**src/rtl/plb_pkg.sv**
```systemverilog
`timescale 1ns / 1ps
`default_nettype none
package plb_pkg;

    localparam int LUX_W         = 32;
    localparam int BRI_W         = 7;
    localparam int PT_W          = LUX_W + BRI_W;
    localparam int MAG_W         = LUX_W + BRI_W;
    localparam int QW            = BRI_W;
    localparam int CFG_IDX_W     = 3;
    localparam int ACT_W         = 3;
    localparam int MAX_POINTS_DEF = 5;
    localparam int MID_DEPTH_DEF  = 4;
    localparam int OUT_DEPTH_DEF  = 16;

    // register indexes
    localparam logic [CFG_IDX_W-1:0] REG_ACTIVE = 3'd0;
    localparam logic [ACT_W-1:0]     ACTIVE_RESET = 3'd5;

    // job handed from classifier to divider
    typedef struct packed {
        logic             err;
        logic             direct;
        logic             neg;
        logic [BRI_W-1:0] dval;
        logic [MAG_W-1:0] mag;
        logic [LUX_W-1:0] den;
    } job_t;

    typedef struct packed {
        logic             err;
        logic [BRI_W-1:0] bri;
    } res_t;

    // reset curve: (0,20) (12800,40) (51200,70) (128000,90) (256000,100), last repeats
    function automatic logic [PT_W-1:0] default_point(input int i);
        logic [PT_W-1:0] p;
        begin
            unique case (i)
                0:       p = 39'd85899345920;
                1:       p = 39'd171798704640;
                2:       p = 39'd300647761920;
                3:       p = 39'd386547184640;
                default: p = 39'd429496985600;
            endcase
            return p;
        end
    endfunction

endpackage
`default_nettype wire

```
**src/rtl/plb_fifo.sv**
```systemverilog
`timescale 1ns / 1ps
`default_nettype none
module plb_fifo #(
    parameter int W     = 8,
    parameter int DEPTH = 4
) (
    input  wire logic                       clk,
    input  wire logic                       rst_n,
    input  wire logic                       push,
    input  wire logic [W-1:0]               din,
    input  wire logic                       pop,
    output logic [W-1:0]                    dout,
    output logic                            empty,
    output logic [$clog2(DEPTH+1)-1:0]      count
);
    localparam int AW = (DEPTH > 1) ? $clog2(DEPTH) : 1;
    localparam int CW = $clog2(DEPTH+1);

    logic [W-1:0]  mem [0:DEPTH-1];
    logic [AW-1:0] wr_reg, wr_next;
    logic [AW-1:0] rd_reg, rd_next;
    logic [CW-1:0] cnt_reg, cnt_next;
    logic          do_pop;

    assign do_pop = pop && (cnt_reg != '0);
    assign empty  = (cnt_reg == '0);
    assign count  = cnt_reg;
    assign dout   = mem[rd_reg];

    // pointer and fill count update
    always_comb
    begin
        wr_next  = wr_reg;
        rd_next  = rd_reg;
        cnt_next = cnt_reg;
        if (push)
        begin
            wr_next = (wr_reg == AW'(DEPTH-1)) ? '0 : wr_reg + AW'(1);
        end
        if (do_pop)
        begin
            rd_next = (rd_reg == AW'(DEPTH-1)) ? '0 : rd_reg + AW'(1);
        end
        if (push && !do_pop)
        begin
            cnt_next = cnt_reg + CW'(1);
        end
        else if (!push && do_pop)
        begin
            cnt_next = cnt_reg - CW'(1);
        end
    end

    always_ff @(posedge clk or negedge rst_n)
    begin
        if (!rst_n)
        begin
            wr_reg  <= '0;
            rd_reg  <= '0;
            cnt_reg <= '0;
        end
        else
        begin
            wr_reg  <= wr_next;
            rd_reg  <= rd_next;
            cnt_reg <= cnt_next;
        end
    end

    always_ff @(posedge clk)
    begin
        if (push)
        begin
            mem[wr_reg] <= din;
        end
    end

endmodule
`default_nettype wire

```
**src/rtl/plb_front.sv**
```systemverilog
`timescale 1ns / 1ps
`default_nettype none
module plb_front #(
    parameter int MAX_POINTS = plb_pkg::MAX_POINTS_DEF,
    parameter int MID_DEPTH  = plb_pkg::MID_DEPTH_DEF
) (
    input  wire logic                                        clk,
    input  wire logic                                        rst_n,
    input  wire logic                                        push,
    output logic                                             full,
    input  wire logic signed [plb_pkg::LUX_W-1:0]            lux_sample,
    input  wire logic [MAX_POINTS-1:0][plb_pkg::PT_W-1:0]    pts,
    input  wire logic [plb_pkg::ACT_W-1:0]                   active_points,
    input  wire logic [$clog2(MID_DEPTH+1)-1:0]              mid_count,
    output logic                                             mid_push,
    output plb_pkg::job_t                                    mid_din,
    output logic [1:0]                                       inflight
);
    localparam int IDX_W = $clog2(MAX_POINTS);
    localparam int LW    = plb_pkg::LUX_W;
    localparam int BW    = plb_pkg::BRI_W;

    logic [IDX_W-1:0] last;
    logic [LW-1:0]    x;
    logic             found;
    logic [IDX_W-1:0] seg;
    logic             c_direct;
    logic             c_err;
    logic [BW-1:0]    c_dval;

    logic             s1_vld_reg;
    logic [LW-1:0]    s1_x_reg;
    logic [IDX_W-1:0] s1_seg_reg;
    logic             s1_direct_reg;
    logic             s1_err_reg;
    logic [BW-1:0]    s1_dval_reg;

    logic             s2_vld_reg;
    plb_pkg::job_t    s2_job_reg, s2_job_next;

    logic [LW-1:0]    x1, x2;
    logic [BW-1:0]    y1, y2;
    logic [BW-1:0]    absdy;
    logic [LW-1:0]    dx;

    assign inflight = {1'b0, s1_vld_reg} + {1'b0, s2_vld_reg};
    assign full     = (32'(mid_count) + 32'(inflight)) >= MID_DEPTH;
    assign mid_push = s2_vld_reg;
    assign mid_din  = s2_job_reg;

    // clamp the point count to the supported range
    always_comb
    begin
        priority if (active_points < 3'd2)
        begin
            last = IDX_W'(1);
        end
        else if (32'(active_points) > MAX_POINTS)
        begin
            last = IDX_W'(MAX_POINTS-1);
        end
        else
        begin
            last = IDX_W'(active_points - 3'd1);
        end
    end

    // classify: error on negative, clamp low, clamp high, or pick the first segment
    always_comb
    begin
        x     = {1'b0, lux_sample[LW-2:0]};
        found = 1'b0;
        seg   = '0;
        for (int i = 0; i < MAX_POINTS-1; i++)
        begin
            if (!found && (IDX_W'(i) < last) && (x <= pts[i+1][LW-1:0]))
            begin
                found = 1'b1;
                seg   = IDX_W'(i);
            end
        end
        c_err    = 1'b0;
        c_direct = 1'b1;
        c_dval   = pts[last][plb_pkg::PT_W-1:LW];
        priority if (lux_sample[LW-1])
        begin
            c_err  = 1'b1;
            c_dval = '0;
        end
        else if (x <= pts[0][LW-1:0])
        begin
            c_dval = pts[0][plb_pkg::PT_W-1:LW];
        end
        else if (x >= pts[last][LW-1:0])
        begin
            c_dval = pts[last][plb_pkg::PT_W-1:LW];
        end
        else if (found)
        begin
            c_direct = 1'b0;
        end
    end

    // segment endpoints and numerator
    always_comb
    begin
        x1    = pts[s1_seg_reg][LW-1:0];
        x2    = pts[s1_seg_reg + IDX_W'(1)][LW-1:0];
        y1    = pts[s1_seg_reg][plb_pkg::PT_W-1:LW];
        y2    = pts[s1_seg_reg + IDX_W'(1)][plb_pkg::PT_W-1:LW];
        dx    = s1_x_reg - x1;
        absdy = (y2 < y1) ? (y1 - y2) : (y2 - y1);
        s2_job_next.err    = s1_err_reg;
        s2_job_next.direct = 1'b1;
        s2_job_next.neg    = (y2 < y1);
        s2_job_next.dval   = s1_dval_reg;
        s2_job_next.mag    = plb_pkg::MAG_W'(dx) * plb_pkg::MAG_W'(absdy);
        s2_job_next.den    = x2 - x1;
        if (!s1_direct_reg)
        begin
            priority if (s1_x_reg <= x1)
            begin
                s2_job_next.dval = y1;
            end
            else if (s1_x_reg >= x2)
            begin
                s2_job_next.dval = y2;
            end
            else
            begin
                s2_job_next.direct = 1'b0;
                s2_job_next.dval   = y1;
            end
        end
    end

    always_ff @(posedge clk or negedge rst_n)
    begin
        if (!rst_n)
        begin
            s1_vld_reg <= 1'b0;
            s2_vld_reg <= 1'b0;
        end
        else
        begin
            s1_vld_reg <= push && !full;
            s2_vld_reg <= s1_vld_reg;
        end
    end

    always_ff @(posedge clk)
    begin
        s1_x_reg      <= x;
        s1_seg_reg    <= seg;
        s1_direct_reg <= c_direct;
        s1_err_reg    <= c_err;
        s1_dval_reg   <= c_dval;
        s2_job_reg    <= s2_job_next;
    end

endmodule
`default_nettype wire

```
**src/rtl/plb_back.sv**
```systemverilog
`timescale 1ns / 1ps
`default_nettype none
module plb_back #(
    parameter int OUT_DEPTH = plb_pkg::OUT_DEPTH_DEF
) (
    input  wire logic                                clk,
    input  wire logic                                rst_n,
    input  wire logic                                mid_empty,
    input  wire plb_pkg::job_t                       mid_dout,
    output logic                                     mid_pop,
    input  wire logic [$clog2(OUT_DEPTH+1)-1:0]      out_count,
    output logic                                     out_push,
    output plb_pkg::res_t                            out_din,
    output logic [plb_pkg::QW:0]                     stage_vld
);
    localparam int QW = plb_pkg::QW;
    localparam int MW = plb_pkg::MAG_W;

    logic [QW:0]      vld_reg;
    plb_pkg::job_t    st_reg  [0:QW];
    plb_pkg::job_t    st_next [0:QW];
    logic [QW-1:0]    q_reg   [0:QW];
    logic [QW-1:0]    q_next  [0:QW];
    logic [MW-1:0]    trial   [0:QW-1];
    logic [QW-1:0]    q_up;

    assign stage_vld = vld_reg;
    // issue only with a guaranteed slot in the result queue
    assign mid_pop   = !mid_empty &&
                       ((32'(out_count) + $countones(vld_reg)) < OUT_DEPTH);
    assign out_push  = vld_reg[QW];

    // shifted divisor per quotient bit
    always_comb
    begin
        for (int k = 0; k < QW; k++)
        begin
            trial[k] = MW'(st_reg[k].den) << (QW-1-k);
        end
    end

    // restoring divider, one quotient bit per stage
    always_comb
    begin
        st_next[0] = mid_dout;
        q_next[0]  = '0;
        for (int k = 0; k < QW; k++)
        begin
            st_next[k+1] = st_reg[k];
            q_next[k+1]  = q_reg[k];
            if (st_reg[k].mag >= trial[k])
            begin
                st_next[k+1].mag    = st_reg[k].mag - trial[k];
                q_next[k+1][QW-1-k] = 1'b1;
            end
        end
    end

    // floor division result: round magnitude up on a negative slope
    always_comb
    begin
        q_up = q_reg[QW] + QW'(st_reg[QW].mag != '0);
        out_din.err = st_reg[QW].err;
        priority if (st_reg[QW].direct)
        begin
            out_din.bri = st_reg[QW].dval;
        end
        else if (st_reg[QW].neg)
        begin
            out_din.bri = st_reg[QW].dval - q_up;
        end
        else
        begin
            out_din.bri = st_reg[QW].dval + q_reg[QW];
        end
    end

    always_ff @(posedge clk or negedge rst_n)
    begin
        if (!rst_n)
        begin
            vld_reg <= '0;
        end
        else
        begin
            vld_reg <= {vld_reg[QW-1:0], mid_pop};
        end
    end

    always_ff @(posedge clk)
    begin
        for (int k = 0; k <= QW; k++)
        begin
            st_reg[k] <= st_next[k];
            q_reg[k]  <= q_next[k];
        end
    end

endmodule
`default_nettype wire

```
**src/rtl/piecewise_linear_lux_to_brightness.sv**
```systemverilog
`timescale 1ns / 1ps
`default_nettype none
// Lux to brightness mapper. Samples are pushed one per cycle while full is
// low; each one yields a single result in order on the result queue, after
// two classify stages (segment search, then difference and multiply), a
// 4-entry job queue, a 7-stage pipelined divider with one quotient bit per
// stage, and a 16-entry result queue. Throughput is one sample per cycle
// when results are popped as fast. The user must write curve registers over
// the cfg port only while the block is idle; the block does not enforce it.
module piecewise_linear_lux_to_brightness #(
    parameter int MAX_POINTS = plb_pkg::MAX_POINTS_DEF,
    parameter int MID_DEPTH  = plb_pkg::MID_DEPTH_DEF,
    parameter int OUT_DEPTH  = plb_pkg::OUT_DEPTH_DEF
) (
    input  wire logic                               clk,
    input  wire logic                               rst_n,
    input  wire logic                               push,
    output logic                                    full,
    input  wire logic signed [plb_pkg::LUX_W-1:0]   lux_sample,
    output logic                                    empty,
    input  wire logic                               pop,
    output logic [plb_pkg::BRI_W-1:0]               brightness_pct,
    output logic                                    error_flag,
    input  wire logic                               cfg_valid,
    output logic                                    cfg_ready,
    input  wire logic [plb_pkg::CFG_IDX_W-1:0]      cfg_index,
    input  wire logic [plb_pkg::PT_W-1:0]           cfg_data
);
    logic [plb_pkg::ACT_W-1:0]              active_reg;
    logic [MAX_POINTS-1:0][plb_pkg::PT_W-1:0] pts_reg;

    logic [$clog2(MID_DEPTH+1)-1:0] mid_count;
    logic                           mid_push, mid_pop, mid_empty;
    plb_pkg::job_t                  mid_din, mid_dout;
    logic [1:0]                     front_inflight;

    logic [$clog2(OUT_DEPTH+1)-1:0] out_count;
    logic                           out_push;
    plb_pkg::res_t                  out_din, out_dout;
    logic [plb_pkg::QW:0]           back_vld;

    assign cfg_ready      = 1'b1;
    assign brightness_pct = out_dout.bri;
    assign error_flag     = out_dout.err;

    // configuration registers
    always_ff @(posedge clk or negedge rst_n)
    begin
        if (!rst_n)
        begin
            active_reg <= plb_pkg::ACTIVE_RESET;
            for (int i = 0; i < MAX_POINTS; i++)
            begin
                pts_reg[i] <= plb_pkg::default_point(i);
            end
        end
        else if (cfg_valid)
        begin
            if (cfg_index == plb_pkg::REG_ACTIVE)
            begin
                active_reg <= cfg_data[plb_pkg::ACT_W-1:0];
            end
            for (int i = 0; i < MAX_POINTS; i++)
            begin
                if (32'(cfg_index) == i + 1)
                begin
                    pts_reg[i] <= cfg_data;
                end
            end
        end
    end

    plb_front #(
        .MAX_POINTS (MAX_POINTS),
        .MID_DEPTH  (MID_DEPTH)
    ) u_front (
        .clk           (clk),
        .rst_n         (rst_n),
        .push          (push),
        .full          (full),
        .lux_sample    (lux_sample),
        .pts           (pts_reg),
        .active_points (active_reg),
        .mid_count     (mid_count),
        .mid_push      (mid_push),
        .mid_din       (mid_din),
        .inflight      (front_inflight)
    );

    plb_fifo #(
        .W     ($bits(plb_pkg::job_t)),
        .DEPTH (MID_DEPTH)
    ) u_mid_q (
        .clk   (clk),
        .rst_n (rst_n),
        .push  (mid_push),
        .din   (mid_din),
        .pop   (mid_pop),
        .dout  (mid_dout),
        .empty (mid_empty),
        .count (mid_count)
    );

    plb_back #(
        .OUT_DEPTH (OUT_DEPTH)
    ) u_back (
        .clk       (clk),
        .rst_n     (rst_n),
        .mid_empty (mid_empty),
        .mid_dout  (mid_dout),
        .mid_pop   (mid_pop),
        .out_count (out_count),
        .out_push  (out_push),
        .out_din   (out_din),
        .stage_vld (back_vld)
    );

    plb_fifo #(
        .W     ($bits(plb_pkg::res_t)),
        .DEPTH (OUT_DEPTH)
    ) u_out_q (
        .clk   (clk),
        .rst_n (rst_n),
        .push  (out_push),
        .din   (out_din),
        .pop   (pop),
        .dout  (out_dout),
        .empty (empty),
        .count (out_count)
    );

`ifndef NO_ASSERTIONS
    // job queue credit never oversubscribed
    a_mid_credit: assert property (@(posedge clk) disable iff (!rst_n)
        (32'(mid_count) + 32'(front_inflight)) <= MID_DEPTH)
        else $error("job queue credit overrun");

    // result queue has room for everything in the divider
    a_out_credit: assert property (@(posedge clk) disable iff (!rst_n)
        (32'(out_count) + $countones(back_vld)) <= OUT_DEPTH)
        else $error("result queue credit overrun");

    // an error result carries zero brightness
    a_err_zero: assert property (@(posedge clk) disable iff (!rst_n)
        (!empty && error_flag) |-> (brightness_pct == '0))
        else $error("error result with nonzero brightness");
`endif

endmodule
`default_nettype wire

```
**config.mk**
```make
export PLATFORM = sky130hd
export DESIGN_NAME = piecewise_linear_lux_to_brightness
export DESIGN_NICKNAME = d
export VERILOG_FILES = /design/src/rtl/plb_pkg.sv /design/src/rtl/plb_fifo.sv /design/src/rtl/plb_front.sv /design/src/rtl/plb_back.sv /design/src/rtl/piecewise_linear_lux_to_brightness.sv
export SDC_FILE = /design/constraint.sdc
export NUM_CORES = 2
export LEC_CHECK = 0
export BUFFER_PORTS_ARGS = -buffer_cell sky130_fd_sc_hd__clkbuf_2
export CAP_MARGIN = 20
export CORE_MARGIN = 4
export CORE_UTILIZATION = 55
export CTS_BUF_LIST = sky130_fd_sc_hd__clkbuf_8
export DETAILED_ROUTE_END_ITERATION = 6
export GPL_ROUTABILITY_DRIVEN = 0
export PLACE_DENSITY_LB_ADDON = 0.25
export SLEW_MARGIN = 20
export SYNTH_ARGS = -nofsm -noshare
export SYNTH_HDL_FRONTEND = slang
export SYNTH_HIERARCHICAL = 1
export SYNTH_SLANG_ARGS = --single-unit
```
**constraint.sdc**
```tcl
create_clock -name clk -period 10.7 [get_ports clk]
set_input_delay 0.535 -clock clk [delete_from_list [all_inputs] [get_ports clk]]
set_output_delay 0.535 -clock clk [all_outputs]
set_load 0.02 [all_outputs]
```
==> impl_results.md <==
- Die area: about 150,000 um^2
- Setup_tns: 0 ns
- Worst setup path class: reg -> reg
- Hold Vio Cnt, Final: 0
- First drt pass iteration count: 7
- Drt first-iter violations: 4,591
- Worst skew pair latency: 0.96 ns
- Period minus WS final: 9.72 ns
- Worst Setup Start Kind: flip-flop
- Slew @ Worst Pin: 1.28 ns
- First-pass GRT wire length: 303,000 um
- Share of layout cells above drive strength 1: 13.7%
- CTS H-tree depth: 4
- Clk_skew: 0.0872 ns
- Max reg flops: 616
- Synth warnings: 6
- Failing checks: design-rule violations
- Detail Route Antenna Nets: 0
- Total wire length: roughly 190,000 um
- Post-Synthesis Cell Area: roughly 78,000 um^2
- Initial Utilization: about 55%
- Tcrit/Tclk final: 90.8%
- GRT Overall Usage: 25.8%
- CP arrival: 10.54 ns
- GRT overflow: 0
- Post-Synthesis Cells: 7,157
- CP required: 11.52 ns
- Fmax achieved: 0.103 GHz
- CP max stage cell: dfxtp_4
- Max FO, Critical Path: 38
- Largest net degree at the start of global routing: 106
- Vias in the first global route: 55,536
- WL per Instance: just over 20 um
- Worst-path clk slew: around 0.060 ns
- Slew Limit Fails: 0
- Port Buf Inserts: roughly 90
- Hold Path Class: in -> reg
- Worst R2R Path Depth: 33
- Status: complete, but fails checks
- Synth-to-layout area growth: 10.3%
- Die height: 384 um
- Clk root buf: clkbuf_8
- DR vias: 55,478
- Fin nets: 8,222
- Post-DP HPWL: ~140,000 um
- CTS Buf Count: 225
- Setup violations, final: 0
- Initial antenna violation count: 5
- Post-CTS Resized: 0
- Syn_nets: 8,026
- Clock sink total: between 1,000 and 1,500
- Maxcap violations: 0
- # DRC: 2
- Ports: 90
- CP endpoint kind: flip-flop
- Slew Limit Headroom: 13.7%
- CTS tree: done
- Avg Vias per Cell: 5.88
- CTS max path bufs: 3
- Core footprint: 140,000 um^2
- Min-Delay Path Depth: 3
- Rows: 137
- RSZ-0062 raised after global routing: false
- Slowest stage delay, CP: 0.71 ns
- Mean Syn Cell Area: 10.8 um^2
- Die Wd: 384 um
## stage by stage
stage | util, % | std cells | instance area, um^2 | hold WS (ns) | setup slack (ns)
6_report | 61.2 | 9438 | 85600 | 0.116 | 0.980
5_1_grt | 61.2 | 9434 | 85600 | 0.0706 | 0.319
4_1_cts | 61.1 | 9431 | 85500 | 0.0290 | 1.14
3_5_place_dp | 57.0 | 8927 | 79700 | 0.312 | 1.14
3_3_place_gp | 57.0 | 8927 | 79700 | 0.310 | 1.40
2_1_floorplan | - | 7157 | 77600 | 0.239 | 2.28
## final timing paths
kind                                       start                    end  slack (ns)
max                        u_front/s1_seg_reg[0]    u_front/mid_din[70]        0.98
min                                 cfg_index[0]          active_reg[2]        0.12
max reg2reg                u_front/s1_seg_reg[0]    u_front/mid_din[70]        0.98
min reg2reg                u_back/st_reg[0][177]  u_back/st_reg[0][258]        0.28
max in group asynchronous                  rst_n      u_mid_q/rd_reg[0]        8.96
min in group asynchronous                  rst_n            pts_reg[64]        0.27
## per-layer routing
layer | wire length (um) | track usage [%] | vias to the layer above
met3 | 13500 | 4.47 | 435
met2 | 88600 | 42.2 | 2082
met4 | 7900 | 10.7 | 2
met1 | 80400 | 34.1 | 26832
li1 | - | - | 26127
met5 | 7 | 0 | -
## what timing repair did
item | CTS | global route
buffers inserted | 0 | 0
endpoints found under the hold margin | 325 | 0
endpoints found under the setup margin | 0 | 0
hold buffers | 74 | 0
## layout make-up
class | instances | area (um^2)
antenna | 6 | 15.0
clock buffer | 278 | 3830
clock inverter | 152 | 1220
fill | 11254 | 54300
inverter | 701 | 2630
multi-input combinational | 4764 | 39300
sequential | 1447 | 34700
tap | 1876 | 2350
timing repair buffer | 214 | 1580
## worst max-delay path: cells and delay by family (launching register included)
family,cells,cell delay (ns)
simple gates,8,1.62
mux,1,0.22
flops,1,0.71
fa+ha+maj,7,3.10
compound gates,11,2.98
xor+xnor,1,0.16
buf+inv,5,0.83
## cell usage in the layout, fill, tap and decap left out, drive strengths merged, types with 63 or more instances in the layout
cell         count
inv            776
dfxtp          767
ha             622
edfxtp         452
a21oi          451
nor2           441
o21ai          429
nand2          427
clkbuf         365
a21o           253
mux2           241
dfrtp          194
xnor2          173
fa             168
mux4           154
xor2           139
nor3           116
nand3           85
nand4           80
o21a            76
dlygate4sd3     74
nor2b           69
a22oi           63
clkinv          63
Power is not shown: default switching activity piles up to over one toggle a cycle in this logic, so the estimate is an artifact.
